## config.mk

```make
export PLATFORM = sky130hd
export DESIGN_NAME = alarm_annunciator_panel
export DESIGN_NICKNAME = d
export VERILOG_FILES = /design/src/apan_pkg.sv /design/src/apan_display.sv /design/src/apan_debounce.sv /design/src/alarm_annunciator_panel.sv
export SDC_FILE = /design/constraint.sdc
export NUM_CORES = 1
export LEC_CHECK = 0
export BUFFER_PORTS_ARGS = -buffer_cell sky130_fd_sc_hd__buf_2
export CORE_UTILIZATION = 45
export DETAILED_ROUTE_END_ITERATION = 16
export MAX_ROUTING_LAYER = met4
export SLEW_MARGIN = 20
export SYNTH_ARGS = -nofsm -noshare
export SYNTH_HDL_FRONTEND = slang
export SYNTH_SLANG_ARGS = --single-unit
```

## constraint.sdc

```tcl
create_clock -name clk -period 13.3 [get_ports clk]
set_input_delay 1.995 -clock clk [delete_from_list [all_inputs] [get_ports clk]]
set_output_delay 1.995 -clock clk [all_outputs]
set_load 0.1 [all_outputs]
```

## src/apan_pkg.sv

```systemverilog
// Package for the alarm annunciator panel: widths, reset values and shared types.
`default_nettype none
package apan_pkg;

  // Detector channels in use (1..10; the alarm_lines field is 10 bits wide)
  localparam int ChanCount = 10;
  localparam int LineW     = 10;
  localparam int ChanW     = 4;
  localparam int PosW      = 4;
  localparam int LimitW    = 8;
  localparam int InDataW   = 16;
  localparam int OutDataW  = 16;

  localparam logic [LimitW-1:0] DebounceLimitReset = LimitW'(50);
  localparam logic [LimitW-1:0] ElapsedMax         = {LimitW{1'b1}};

  // Lines that are actually wired to detectors
  localparam logic [LineW-1:0] LineMask = LineW'((11'(1) << ChanCount) - 11'(1));

  // One main-loop sample
  typedef struct packed {
    logic             display_tick;
    logic             ms_tick;
    logic             button_level;
    logic [LineW-1:0] alarm_lines;
  } apan_in_t;

  // One panel result
  typedef struct packed {
    logic [ChanW-1:0] display_channel;
    logic             display_silent_tag;
    logic             display_has_channel;
    logic             display_update;
    logic             yellow_led;
    logic             red_led;
    logic             relay_on;
  } apan_out_t;

  // Display selection handed back from the rotation logic
  typedef struct packed {
    logic             has_channel;
    logic [ChanW-1:0] channel;
    logic [PosW-1:0]  pos_next;
  } apan_disp_t;

endpackage : apan_pkg
`default_nettype wire

```

## src/apan_display.sv

```systemverilog
// Display rotation: picks the next latched channel in ascending order.
`default_nettype none
module apan_display (
  input  wire logic [apan_pkg::LineW-1:0] latched,
  input  wire logic [apan_pkg::PosW-1:0]  pos,
  output apan_pkg::apan_disp_t            sel
);
  import apan_pkg::*;

  logic [LineW-1:0] hit;
  logic [LineW-1:0] low_hit;
  logic [LineW-1:0] pick;
  logic [PosW-1:0]  pos_used;
  logic [PosW:0]    pos_inc;
  logic [PosW:0]    cnt;

  // One compare per channel: is this the pos-th latched channel?
  always_comb begin
    for (int i = 0; i < LineW; i++) begin
      hit[i] = latched[i] &&
               (PosW'($countones(latched & LineW'((11'(1) << i) - 11'(1)))) == pos);
    end
  end

  // Lowest latched channel, used when pos points past the list
  assign low_hit  = latched & (~latched + LineW'(1));
  assign pick     = (|hit) ? hit : low_hit;
  assign pos_used = (|hit) ? pos : '0;
  assign cnt      = (PosW+1)'($countones(latched));
  assign pos_inc  = {1'b0, pos_used} + (PosW+1)'(1);

  // Encode the one-hot pick
  always_comb begin
    sel.channel = '0;
    for (int i = 0; i < LineW; i++) begin
      if (pick[i]) begin
        sel.channel = ChanW'(i);
      end
    end
    sel.has_channel = |latched;
    sel.pos_next    = (pos_inc >= cnt) ? '0 : pos_inc[PosW-1:0];
  end

endmodule : apan_display
`default_nettype wire

```

## src/apan_debounce.sv

```systemverilog
// Button debounce: times a press from its last falling edge, flags a silence toggle.
`default_nettype none
module apan_debounce (
  input  wire logic                        clk,
  input  wire logic                        rst,
  input  wire logic                        en,
  input  wire logic                        button_level,
  input  wire logic                        ms_tick,
  input  wire logic [apan_pkg::LimitW-1:0] limit,
  output logic                             toggle
);
  import apan_pkg::*;

  logic              button_previous;
  logic              active;
  logic              active_next;
  logic [LimitW-1:0] elapsed;
  logic [LimitW-1:0] elapsed_next;
  logic              act_mid;

  // Restart on falling edge, otherwise count ticks with saturation
  always_comb begin
    act_mid      = active;
    elapsed_next = elapsed;
    if (button_previous && !button_level) begin
      act_mid      = 1'b1;
      elapsed_next = '0;
    end else if (active && ms_tick && (elapsed != ElapsedMax)) begin
      elapsed_next = elapsed + LimitW'(1);
    end
    active_next = act_mid;
    toggle      = 1'b0;
    if (act_mid && (elapsed_next > limit)) begin
      active_next = 1'b0;
      toggle      = !button_level;
    end
  end

  always_ff @(posedge clk) begin
    if (rst) begin
      button_previous <= 1'b1;
      active          <= 1'b0;
      elapsed         <= '0;
    end else if (en) begin
      button_previous <= button_level;
      active          <= active_next;
      elapsed         <= elapsed_next;
    end
  end

endmodule : apan_debounce
`default_nettype wire

```

## src/alarm_annunciator_panel.sv

```systemverilog
// Alarm annunciator panel top level: input register, panel logic, result register.
//
// Input stream s_axis carries one main-loop sample per transaction: alarm
// lines, button level, millisecond tick and display refresh flag. Output
// stream m_axis returns exactly one panel result per input transaction:
// relay drive, LEDs and the display entry to show.
// A sample is held in the input register; the panel state is updated
// as it moves into the result register, whose output drives m_axis.
// Throughput is one transaction per cycle while m_axis does not stall;
// every path is a single pass over the ten channels between the two
// registers.
// When m_axis stalls, the result register holds, the input register fills,
// and s_axis_tready drops; nothing is lost or repeated.
// cfg_wen writes the debounce limit (milliseconds) from cfg_wdata; write it
// only while the panel is idle.
// Reset (rst, synchronous) empties both registers, clears latched channels,
// the sticky alarm and the silence state, and sets the limit to 50 ms.
`default_nettype none
module alarm_annunciator_panel (
  input  wire logic                           clk,
  input  wire logic                           rst,
  input  wire logic                           cfg_wen,
  input  wire logic [apan_pkg::LimitW-1:0]    cfg_wdata,
  input  wire logic                           s_axis_tvalid,
  output logic                                s_axis_tready,
  // [9:0] alarm_lines, [10] button_level, [11] ms_tick, [12] display_tick
  input  wire logic [apan_pkg::InDataW-1:0]   s_axis_tdata,
  output logic                                m_axis_tvalid,
  input  wire logic                           m_axis_tready,
  // [0] relay_on, [1] red_led, [2] yellow_led, [3] display_update,
  // [4] display_has_channel, [5] display_silent_tag, [9:6] display_channel
  output logic [apan_pkg::OutDataW-1:0]       m_axis_tdata
);
  import apan_pkg::*;

  localparam int InW  = $bits(apan_in_t);

  logic              in_valid;
  apan_in_t          in_item;
  logic              out_valid;
  apan_out_t         out_item;
  apan_out_t         out_item_next;
  logic              fire;

  logic [LimitW-1:0] debounce_limit;
  logic              alarm_sticky;
  logic              silenced;
  logic [LineW-1:0]  latched_channels;
  logic [LineW-1:0]  previous_lines;
  logic [PosW-1:0]   display_position;

  logic [LineW-1:0]  lines;
  logic [LineW-1:0]  rising;
  logic [LineW-1:0]  latched_next;
  logic [PosW-1:0]   pos_base;
  logic              sticky_next;
  logic              toggle;
  apan_disp_t        disp;

  // Handshake: process when the result register is free or draining
  assign fire          = in_valid && (!out_valid || m_axis_tready);
  assign s_axis_tready = !in_valid || fire;
  assign m_axis_tvalid = out_valid;
  assign m_axis_tdata  = OutDataW'(out_item);

  // Input register
  always_ff @(posedge clk) begin
    if (rst) begin
      in_valid <= 1'b0;
    end else if (s_axis_tready) begin
      in_valid <= s_axis_tvalid;
    end
  end

  always_ff @(posedge clk) begin
    if (s_axis_tready && s_axis_tvalid) begin
      in_item <= apan_in_t'(s_axis_tdata[InW-1:0]);
    end
  end

  // Alarm latching and sticky flag
  assign lines        = in_item.alarm_lines & LineMask;
  assign rising       = lines & ~previous_lines;
  assign latched_next = latched_channels | rising;
  assign pos_base     = (|rising) ? '0 : display_position;
  assign sticky_next  = alarm_sticky || (|lines);

  apan_display u_display (
    .latched (latched_next),
    .pos     (pos_base),
    .sel     (disp)
  );

  apan_debounce u_debounce (
    .clk          (clk),
    .rst          (rst),
    .en           (fire),
    .button_level (in_item.button_level),
    .ms_tick      (in_item.ms_tick),
    .limit        (debounce_limit),
    .toggle       (toggle)
  );

  // Result formed with the silence state before this sample's toggle
  always_comb begin
    out_item_next                     = '0;
    out_item_next.relay_on            = sticky_next && !silenced;
    out_item_next.red_led             = sticky_next;
    out_item_next.yellow_led          = !silenced;
    out_item_next.display_update      = in_item.display_tick;
    if (in_item.display_tick && disp.has_channel) begin
      out_item_next.display_has_channel = 1'b1;
      out_item_next.display_silent_tag  = silenced;
      out_item_next.display_channel     = disp.channel;
    end
  end

  // Result register
  always_ff @(posedge clk) begin
    if (rst) begin
      out_valid <= 1'b0;
    end else if (fire) begin
      out_valid <= 1'b1;
    end else if (m_axis_tready) begin
      out_valid <= 1'b0;
    end
  end

  always_ff @(posedge clk) begin
    if (fire) begin
      out_item <= out_item_next;
    end
  end

  // Panel state
  always_ff @(posedge clk) begin
    if (rst) begin
      alarm_sticky     <= 1'b0;
      silenced         <= 1'b0;
      latched_channels <= '0;
      previous_lines   <= '0;
      display_position <= '0;
    end else if (fire) begin
      alarm_sticky     <= sticky_next;
      silenced         <= silenced ^ toggle;
      latched_channels <= latched_next;
      previous_lines   <= lines;
      if (in_item.display_tick && disp.has_channel) begin
        display_position <= disp.pos_next;
      end else begin
        display_position <= pos_base;
      end
    end
  end

  // Configuration register
  always_ff @(posedge clk) begin
    if (rst) begin
      debounce_limit <= DebounceLimitReset;
    end else if (cfg_wen) begin
      debounce_limit <= cfg_wdata;
    end
  end

endmodule : alarm_annunciator_panel
`default_nettype wire
```

==> results of run 1 <==
[registers in the layout (all words and copies together), names as in the netlist, 3 cells and up]
signal              cells
latched_channels       10
m_axis_tdata           10
u_debounce.elapsed      8
debounce_limit          8
display_position        4
lines                  10
in_item                 3
previous_lines         10
[worst max-delay path by stage]
stage | from | to | slack (ns) | cells after the start
6_report | lines[1]$_DFFE_PP_ | display_position[3]$_SDFFE_PP0P_ | 5.70 | 26
5_1_grt | lines[1]$_DFFE_PP_ | display_position[3]$_SDFFE_PP0P_ | 5.10 | 26
4_1_cts | lines[1]$_DFFE_PP_ | display_position[3]$_SDFFE_PP0P_ | 5.76 | 26
3_5_place_dp | lines[1]$_DFFE_PP_ | display_position[3]$_SDFFE_PP0P_ | 5.82 | 26
3_3_place_gp | lines[1]$_DFFE_PP_ | display_position[3]$_SDFFE_PP0P_ | 5.88 | 26
2_1_floorplan | lines[1]$_DFFE_PP_ | display_position[3]$_SDFFE_PP0P_ | 6.77 | 27
[cell type report]
class	count	area (um^2)
Multi-Input combinational cell	420	2900
Clock buffer	9	124
Timing Repair Buffer	39	200
Tap cell	136	170
Sequential cell	69	1610
Inverter	34	128
Clock inverter	7	97.6
Fill cell	990	5090
[logic make-up (layout without fill, tap and decap cells)]
family | after synthesis | after routing | share of synthesized area [%]
other cells | 1 | 6 | 0.0784
compound gates | 103 | 103 | 15.3
mux | 8 | 8 | 1.70
buf+inv | 66 | 89 | 6.01
simple gates | 236 | 236 | 26.3
fa+ha+maj | 41 | 41 | 12.1
xor+xnor | 26 | 26 | 4.76
flops | 69 | 69 | 33.7
[per-layer routing]
metal	vias up	routed length, um	share of wire, %
met5	-	0	0
met4	0	93	0.86
met3	8	540	5.0
met2	115	5130	47
met1	1862	5050	47
li1	2006	-	-
[Yosys cell counts, types with 6 or more instances]
cell type | count | area (um^2)
nor4_1 | 12 | 75.1
a31oi_1 | 8 | 50.1
a21oi_1 | 36 | 180
inv_1 | 34 | 128
nand2_1 | 51 | 191
nor2_1 | 63 | 236
dfxtp_1 | 46 | 921
nor2b_1 | 13 | 81.3
o21ai_0 | 10 | 50.1
or3_1 | 8 | 50.1
edfxtp_1 | 23 | 691
ha_1 | 32 | 400
fa_1 | 9 | 180
xnor2_1 | 18 | 158
xor2_1 | 8 | 70.1
nand3_1 | 17 | 85.1
nand4_1 | 8 | 50.1
buf_4 | 6 | 45.0
nand2b_1 | 6 | 37.5
nor3_1 | 15 | 75.1
clkbuf_1 | 18 | 67.6
mux2i_1 | 7 | 70.1
[worst max-delay path, stage by stage (launching register included)]
cell	delay (ns)
edfxtp_1	0.42
nor2b_4	0.16
nor2_1	0.37
inv_1	0.17
ha_1	0.37
fa_1	0.58
fa_1	0.57
inv_1	0.04
ha_1	0.19
and3b_1	0.19
a311oi_1	0.69
o21ai_0	0.33
a21o_1	0.26
o2111ai_1	0.16
nand4_2	0.32
o21ai_1	0.40
nor2_1	0.12
ha_1	0.22
xnor2_1	0.25
ha_1	0.27
nor2b_1	0.12
o21ai_0	0.14
nand2b_1	0.08
a211oi_1	0.32
and2_1	0.22
or3b_2	0.45
a21oi_1	0.13
[where the power goes]
group | switching (mW) | internal (mW) | total (mW)
clock network | 0.0808 | 0.106 | 0.187
registers | 0.00848 | 0.230 | 0.239
logic | 0.181 | 0.113 | 0.294
==> results_dict.tcl, run 1 <==
set metrics [dict create \
    die_x_um 105 \
    grt_pass1_wl_um 18000 \
    hold_depth 2 \
    grt_max_degree 42 \
    leakagePower_nw 2.01 \
    p_total_mw 0.720 \
    whs_endpoint "previous_lines[4]$_SDFFE_PP0P_" \
    setup_viol 0 \
    ctsHtreeMaxLevel 3 \
    routabilityCongestion 0.872 \
    drtPass1Iterations 4 \
    layout.cells.non_filler 714 \
    power.density_nw_per_um2 138 \
    cts_buffers 9 \
    layout.nets 643 \
    crit_path_end_kind "register" \
    antenna_found_initial 0 \
    status "complete, no violations" \
    ys_types 76 \
    worstPathRequired_ns 13.57 \
    start_util_pct 46.3 \
    clkTransAtPathRegs_ns 0.08 \
    core_um2 10300 \
    grt_overflow 0 \
    holdCritStartpoint "previous_lines[4]$_SDFFE_PP0P_" \
    antenna_cells 0 \
    drt_iter0_drc 170 \
    cts_hold_buf 0 \
    grt_pass1_vias 3692 \
    finish.utilization_pct 50.7 \
    dp_hpwl_um 8270 \
    mostFrequentLayoutCell "nor2_1" \
    postCtsSetupRepairBufs 0 \
    final_antenna_net_count 0 \
    worst-path-max-fanout 10 \
    die-area_um2 11000 \
    vias 3991 \
    met1_usage_pct 27.7 \
    row_count 37 \
    finalInstanceArea_um2 5240 \
    rrSetupSlack_ns 5.70 \
    synth_edf_count 23 \
    cts_tree "done" \
    port-buffer-count 37 \
    layout-drive-gt1-share_pct 13.7 \
    criticalPathCategory "reg -> reg" \
    grtUsageMet3_pct 3.43 \
    syn_area_um2 4780 \
    mostFrequentLayoutCells "nor2_1 (63), nand2_1 (51), dfxtp_1 (46)" \
    fin_tns_setup_ns 0 \
    r2r_end "display_position[3]$_SDFFE_PP0P_" \
    busiest_layer "met2" \
    dp_slack_ns 5.82 \
    fin_crit_sh_pct 57.2 \
    worstPathArrival_ns 7.87 \
    reg2reg_from "lines[1]$_DFFE_PP_" \
    hold_viol_final 0 \
    startpoint_type "register" \
    cts-root-buf "clkbuf_8" \
    insertion_delay_ns 0.34 \
    placed_area_um2 5010 \
    slew_headroom_pct 39.2 \
    routedWlPerCell_um 15.2 \
    maxSlewViolCount 0 \
    synth_ff_type "dfxtp_1" \
    use_met2_pct 33.4 \
    hold_ws_ns 0.454 \
    fmax_ghz 0.132 \
    synthArstFlopShare_pct 0 \
    ir_drop_mv 0.0773 \
    fin_crit_ns 7.60 \
    skew_ns 0.00649 \
    dp_cells 698 \
    yosys_register_bits 69 \
    synthCells 550 \
    io_pins 47 \
    hp-class "reg -> reg" \
    syn_area_per_cell_um2 8.70 \
    rsz0062_at_grt "false" \
    fin_ws_ns 5.70 \
    ys_seq_area_share_pct 33.7 \
    area_growth_pct 9.41 \
    post_drt_via_cell_ratio 5.59 \
    cts_resized 0 \
    clock_path_buffers 2 \
    max_cap_viol_count 0 \
    routed_wl_um 10800 \
    grt_usage_pct 21.2 \
    worstMarginPinSlew_ns 0.904 \
    cts.sinks 69 \
    die_h_um 105 \
    yosysWarnings 0 \
    drc 0 \
    reg2reg_depth 26 \
]
Power figures use the tool's default switching activity.
==> inputs of run 2 (changes only) <==
==> constraint.sdc (replaced) <==
create_clock -name clk -period 7.85 [get_ports clk]
set_input_delay 1.1775 -clock clk [delete_from_list [all_inputs] [get_ports clk]]
set_output_delay 1.1775 -clock clk [all_outputs]
set_load 0.1 [all_outputs]
==> results_dict.tcl, run 2 (synthesis gave the netlist of run 1 again) <==
set metrics [dict create \
    status "complete, no violations" \
    fin_crit_sh_pct 90.2 \
    holdCritStartpoint "previous_lines[4]$_SDFFE_PP0P_" \
    cts_hold_buf 0 \
    mostFrequentLayoutCell "nor2_1" \
    routabilityCongestion 0.893 \
    start_util_pct 46.3 \
    worstPathRequired_ns 8.11 \
    final_antenna_net_count 0 \
    drc 0 \
    seq_area_um2 1610 \
    max_stage_delay_ns 0.58 \
    cts_tree "done" \
    clkPwrFrac_pct 23.9 \
    postCtsSetupRepairBufs 0 \
    max_cap_viol_count 0 \
    rsz0062_at_grt "false" \
    worstPathArrival_ns 7.35 \
    layout.cells.non_filler 718 \
    cp_common_cell "ha_1" \
    grt_overflow 0 \
    dp_hpwl_um 8220 \
    hold_depth 2 \
    fmax_ghz 0.141 \
    post_drt_via_cell_ratio 5.62 \
    comb_power_share_pct 42.5 \
    layout.nets 647 \
    maxSlewViolCount 0 \
    die_x_um 105 \
    criticalPathCategory "reg -> reg" \
    row_count 37 \
    dp_cells 702 \
    crit_path_end_kind "register" \
    power.switching_mw 0.455 \
    skew_ns 0.00690 \
    fin_crit_ns 7.08 \
    mostFrequentLayoutCells "nor2_1 (63), nand2_1 (51), dfxtp_1 (46)" \
    grt_usage_pct 21.4 \
    routed_wl_um 10900 \
    cts_resized 0 \
    whs_endpoint "previous_lines[4]$_SDFFE_PP0P_" \
    fin_ws_ns 0.766 \
    multi_input_area_um2 2900 \
    ir_drop_mv 0.119 \
    die-area_um2 11000 \
    grt_pass1_vias 3856 \
    finish.utilization_pct 50.8 \
    antenna_cells 0 \
    ctsHtreeMaxLevel 3 \
    switching_share_pct 37.9 \
    insertion_delay_ns 0.33 \
    layout-drive-gt1-share_pct 14.1 \
    grt_max_degree 42 \
    grt_pass1_wl_um 18500 \
    io_pins 47 \
    port-buffer-count 37 \
    reg2reg_from "lines[1]$_DFFE_PP_" \
    power.density_nw_per_um2 229 \
    r2r_end "display_position[3]$_SDFFE_PP0P_" \
    hold_viol_final 0 \
    routedWlPerCell_um 15.2 \
    slew_headroom_pct 31.7 \
    critPathSlowestCell "fa_1" \
    nFillCells 990 \
    rrSetupSlack_ns 0.77 \
    worst-path-max-fanout 9 \
    area_growth_pct 9.62 \
    drtPass1Iterations 5 \
    startpoint_type "register" \
    cts-root-buf "clkbuf_8" \
    seqPwrFrac_pct 33.6 \
    worstMarginPinSlew_ns 1.02 \
    clock_path_buffers 2 \
    reg2reg_depth 29 \
    leakagePower_nw 2.02 \
    cts.sinks 69 \
    core_um2 10300 \
    cts_buffers 9 \
    clkTransAtPathRegs_ns 0.07 \
    hp-class "reg -> reg" \
    p_int_mw 0.746 \
    antenna_found_initial 0 \
    dp_slack_ns 0.844 \
    die_h_um 105 \
    drt_iter0_drc 183 \
    fin_tns_setup_ns 0 \
    setup_viol 0 \
    vias 4034 \
]
run 2: how the worst max path moves through the flow:
| stage | startpoint | to | slack (ns) | cells past startpoint |
|---|---|---|---|---|
| 3_5_place_dp | lines[1]$_DFFE_PP_ | display_position[3]$_SDFFE_PP0P_ | 0.84 | 29 |
| 2_1_floorplan | lines[1]$_DFFE_PP_ | display_position[3]$_SDFFE_PP0P_ | 1.32 | 27 |
| 5_1_grt | lines[1]$_DFFE_PP_ | display_position[3]$_SDFFE_PP0P_ | 0.22 | 29 |
| 4_1_cts | lines[1]$_DFFE_PP_ | display_position[3]$_SDFFE_PP0P_ | 0.78 | 29 |
| 6_report | lines[1]$_DFFE_PP_ | display_position[3]$_SDFFE_PP0P_ | 0.77 | 29 |
| 3_3_place_gp | lines[1]$_DFFE_PP_ | display_position[3]$_SDFFE_PP0P_ | 0.91 | 29 |
run 2: per-layer routing:
metal  part of all wire [%]  GRT usage [%]  wire [um]  up-vias
li1                       -              -          -     2010
met1                     47           28.3       5120     1902
met2                     47           33.6       5070      108
met3                    4.9           2.93        532       14
met4                    1.6           7.75        171        0
met5                      0              -          0        -
run 2: cell type report:
type	instances	share of cell area, %
clock buffers	11	2.70
clock inverters	5	1.15
inverters	34	2.43
multi-input cells	420	55.4
flip-flops and latches	69	30.7
well taps	136	3.24
repair buffers	43	4.39
run 2: critical path: cells and delay by family, from the launching register on:
kind	cells	cell delay, ns
adder cells (fa/ha/maj)	8	2.93
AND/OR/NAND/NOR	11	1.76
XOR/XNOR	1	0.25
buffers and inverters	4	0.48
flip-flops	1	0.42
AO/OA/AOI/OAI	5	1.16
run 2: through the flow:
stage | hold slack (ns) | area (um^2) | power [mW]
floorplan | 0.426 | 4800 | 0.812
CTS | 0.457 | 5250 | 1.21
detailed placement | 0.447 | 5040 | 0.914
global placement | 0.442 | 5040 | 0.904
finish | 0.455 | 5250 | 1.20
global route | 0.485 | 5250 | 1.29
run 2: power by group through the flow:
| stage | Sequential (mW) | Clock [mW] | Combinational, mW |
|---|---|---|---|
| floorplan | 0.434 | 0 | 0.378 |
| global placement | 0.412 | 0 | 0.493 |
| detailed placement | 0.412 | 0 | 0.502 |
| CTS | 0.404 | 0.297 | 0.508 |
| global route | 0.407 | 0.310 | 0.570 |
| finish | 0.404 | 0.287 | 0.510 |
==> inputs of run 3 (changes only) <==
--- a/config.mk
+++ b/config.mk
@@ -12,4 +12,5 @@
 export SLEW_MARGIN = 20
 export SYNTH_ARGS = -nofsm -noshare
 export SYNTH_HDL_FRONTEND = slang
+export SYNTH_HIERARCHICAL = 1
 export SYNTH_SLANG_ARGS = --single-unit
==> constraint.sdc (replaced) <==
create_clock -name clk -period 7.85 [get_ports clk]
set_input_delay 1.57 -clock clk [delete_from_list [all_inputs] [get_ports clk]]
set_output_delay 1.57 -clock clk [all_outputs]
set_load 0.1 [all_outputs]
==> results_dict.tcl, run 3 <==
set metrics [dict create \
    grt_usage_pct 19.1 \
    ys_types 64 \
    port-buffer-count 37 \
    layout.nets 612 \
    synth_ff_type "dfxtp_1" \
    die_x_um 104 \
    synth_edf_count 23 \
    clkTransAtPathRegs_ns 0.07 \
    antenna_found_initial 0 \
    worst-path-max-fanout 11 \
    drc 0 \
    wl_met1_um 4880 \
    grt_overflow 0 \
    startpoint_type "register" \
    synth.largest_area_cell "dfxtp_1" \
    dp_cells 663 \
    synth_area_leaders "dfxtp_1 (20%), edfxtp_1 (15%), ha_1 (8.9%), a21oi_1 (4.3%), xnor2_1 (4.1%)" \
    clock_path_buffers 2 \
    die-area_um2 10800 \
    routed_wl_um 9540 \
    antenna_cells 0 \
    grt_pass1_wl_um 16200 \
    cts_tree "done" \
    start_util_pct 47.0 \
    layout-drive-gt1-share_pct 14.5 \
    fin_tns_setup_ns 0 \
    power.density_nw_per_um2 232 \
    final_antenna_net_count 0 \
    fmax_ghz 0.156 \
    rsz0062_at_grt "false" \
    synthCells 512 \
    syn_area_um2 4650 \
    mostFrequentLayoutCells "dfxtp_1 (46), nor2_1 (44), nand2_1 (43)" \
    synth.most_common_cell "dfxtp_1" \
    cts_buffers 9 \
    grt_max_degree 49 \
    yosysWarnings 6 \
    cts_resized 0 \
    mostFrequentLayoutCell "dfxtp_1" \
    worstPathArrival_ns 6.67 \
    routabilityCongestion 0.902 \
    cts-root-buf "clkbuf_8" \
    cts_hold_buf 0 \
    worstPathRequired_ns 8.10 \
    synthArstFlopShare_pct 0 \
    rrSetupSlack_ns 1.43 \
    postCtsSetupRepairBufs 0 \
    seq_area_um2 1610 \
    row_count 36 \
    grt_pass1_vias 3395 \
    hold_viol_final 0 \
    wl_met3_um 433 \
    skew_ns 0.00752 \
    routedWlPerCell_um 14.0 \
    drtPass1Iterations 4 \
    io_pins 47 \
    post_drt_via_cell_ratio 5.23 \
    slew_headroom_pct 40.1 \
    setup_viol 0 \
    drt_iter0_drc 192 \
    ys_seq_area_share_pct 34.6 \
    max_cap_viol_count 0 \
    maxSlewViolCount 0 \
    top_layer "met4" \
    wl_met2_um 4200 \
    status "complete, no violations" \
    hold_ws_ns 0.456 \
    vias 3550 \
    worstMarginPinSlew_ns 0.899 \
    criticalPathCategory "reg -> reg" \
    ctsHtreeMaxLevel 3 \
    leakagePower_nw 2.16 \
    hp-class "reg -> reg" \
    fin_crit_ns 6.42 \
    layout.cells.non_filler 679 \
    yosys_register_bits 69 \
    multi_input_area_um2 2770 \
    core_um2 9910 \
    ir_drop_mv 0.120 \
    fin_crit_sh_pct 81.8 \
    area_growth_pct 9.41 \
    synth_common_cells "dfxtp_1 (46), nor2_1 (44), nand2_1 (43)" \
    die_h_um 104 \
    dp_hpwl_um 7150 \
    nFillCells 970 \
    cts.sinks 69 \
    crit_path_end_kind "register" \
    insertion_delay_ns 0.33 \
    syn_area_per_cell_um2 9.09 \
    yosys.area.top_type_share_pct 19.8 \
]
[run 3: changes by cell type in the layout (fill, tap and decap cells not counted), moves of 7 or more]
| cell | before | now |
|---|---|---|
| nor2_1 | 63 | 44 |
| and2_1 | 2 | 10 |
| nand2_1 | 51 | 43 |
| nor4_1 | 12 | 4 |
| or2_2 | 2 | 10 |
| xor2_1 | 8 | 15 |
[run 3: report_power, final]
group	leakage (nW)	internal [mW]	total, mW	switching (mW)
clock network	0.108	0.179	0.314	0.135
registers	0.589	0.390	0.401	0.0103
logic	1.46	0.192	0.467	0.275
[run 3: worst paths after layout]
kind	from	endpoint	cells past startpoint
worst max register to register	lines[1]$_DFFE_PP_	display_position[3]$_SDFFE_PP0P_	25
worst min register to register	previous_lines[6]$_SDFFE_PP0P_	previous_lines[6]$_SDFFE_PP0P_	2
worst max-delay path	lines[1]$_DFFE_PP_	display_position[3]$_SDFFE_PP0P_	25
worst min-delay path	previous_lines[6]$_SDFFE_PP0P_	previous_lines[6]$_SDFFE_PP0P_	2
[run 3: routing by layer]
layer	GRT usage, %	up-vias
li1	-	1825
met1	26.5	1642
met2	29.0	81
met3	3.78	2
met4	4.08	0
met5	-	-
[run 3: layout make-up]
class                   count  share of cell area (%)
clock buffers              10                    2.51
multi-input cells         385                    54.4
flip-flops and latches     69                    31.7
clock inverters             6                    1.70
inverters                  39                    2.88
repair buffers             37                    3.64
well taps                 133                    3.27
[run 3: worst max-delay path, cell delays in order (launching register included)]
cell,delay (ns)
edfxtp_1,0.38
nor2b_1,0.34
or2_2,0.27
inv_1,0.06
ha_1,0.34
fa_1,0.66
fa_1,0.47
ha_1,0.21
ha_1,0.18
a21oi_1,0.20
xnor2_2,0.21
xor2_1,0.29
xor2_1,0.09
or3_1,0.42
and2_1,0.30
nor2b_1,0.26
ha_1,0.30
ha_1,0.30
a21o_1,0.15
a21oi_1,0.13
nor2b_1,0.05
o21ai_0,0.14
nand2b_1,0.12
nor3_1,0.19
a22oi_1,0.10
a21oi_1,0.16
[run 3: kinds of logic (layout without fill, tap and decap cells)]
kind of cell | after synthesis | in the layout | share of synthesized area (%)
buf+inv | 63 | 92 | 6.29
flops | 69 | 69 | 34.6
fa+ha+maj | 43 | 43 | 13.0
xor+xnor | 40 | 40 | 8.01
simple gates | 202 | 202 | 24.4
other cells | 1 | 6 | 0.0806
mux | 7 | 7 | 1.51
compound gates | 87 | 87 | 12.2
[run 3: stage by stage]
stage          instance area (um^2)  utilization [%]  total power [mW]  setup slack [ns]
2_1_floorplan                  4670                -             0.793              2.09
3_3_place_gp                   4880             49.2             0.862              1.53
3_5_place_dp                   4880             49.2             0.875              1.45
4_1_cts                        5090             51.4              1.19              1.39
5_1_grt                        5090             51.4              1.26             0.741
6_report                       5090             51.4              1.18              1.43
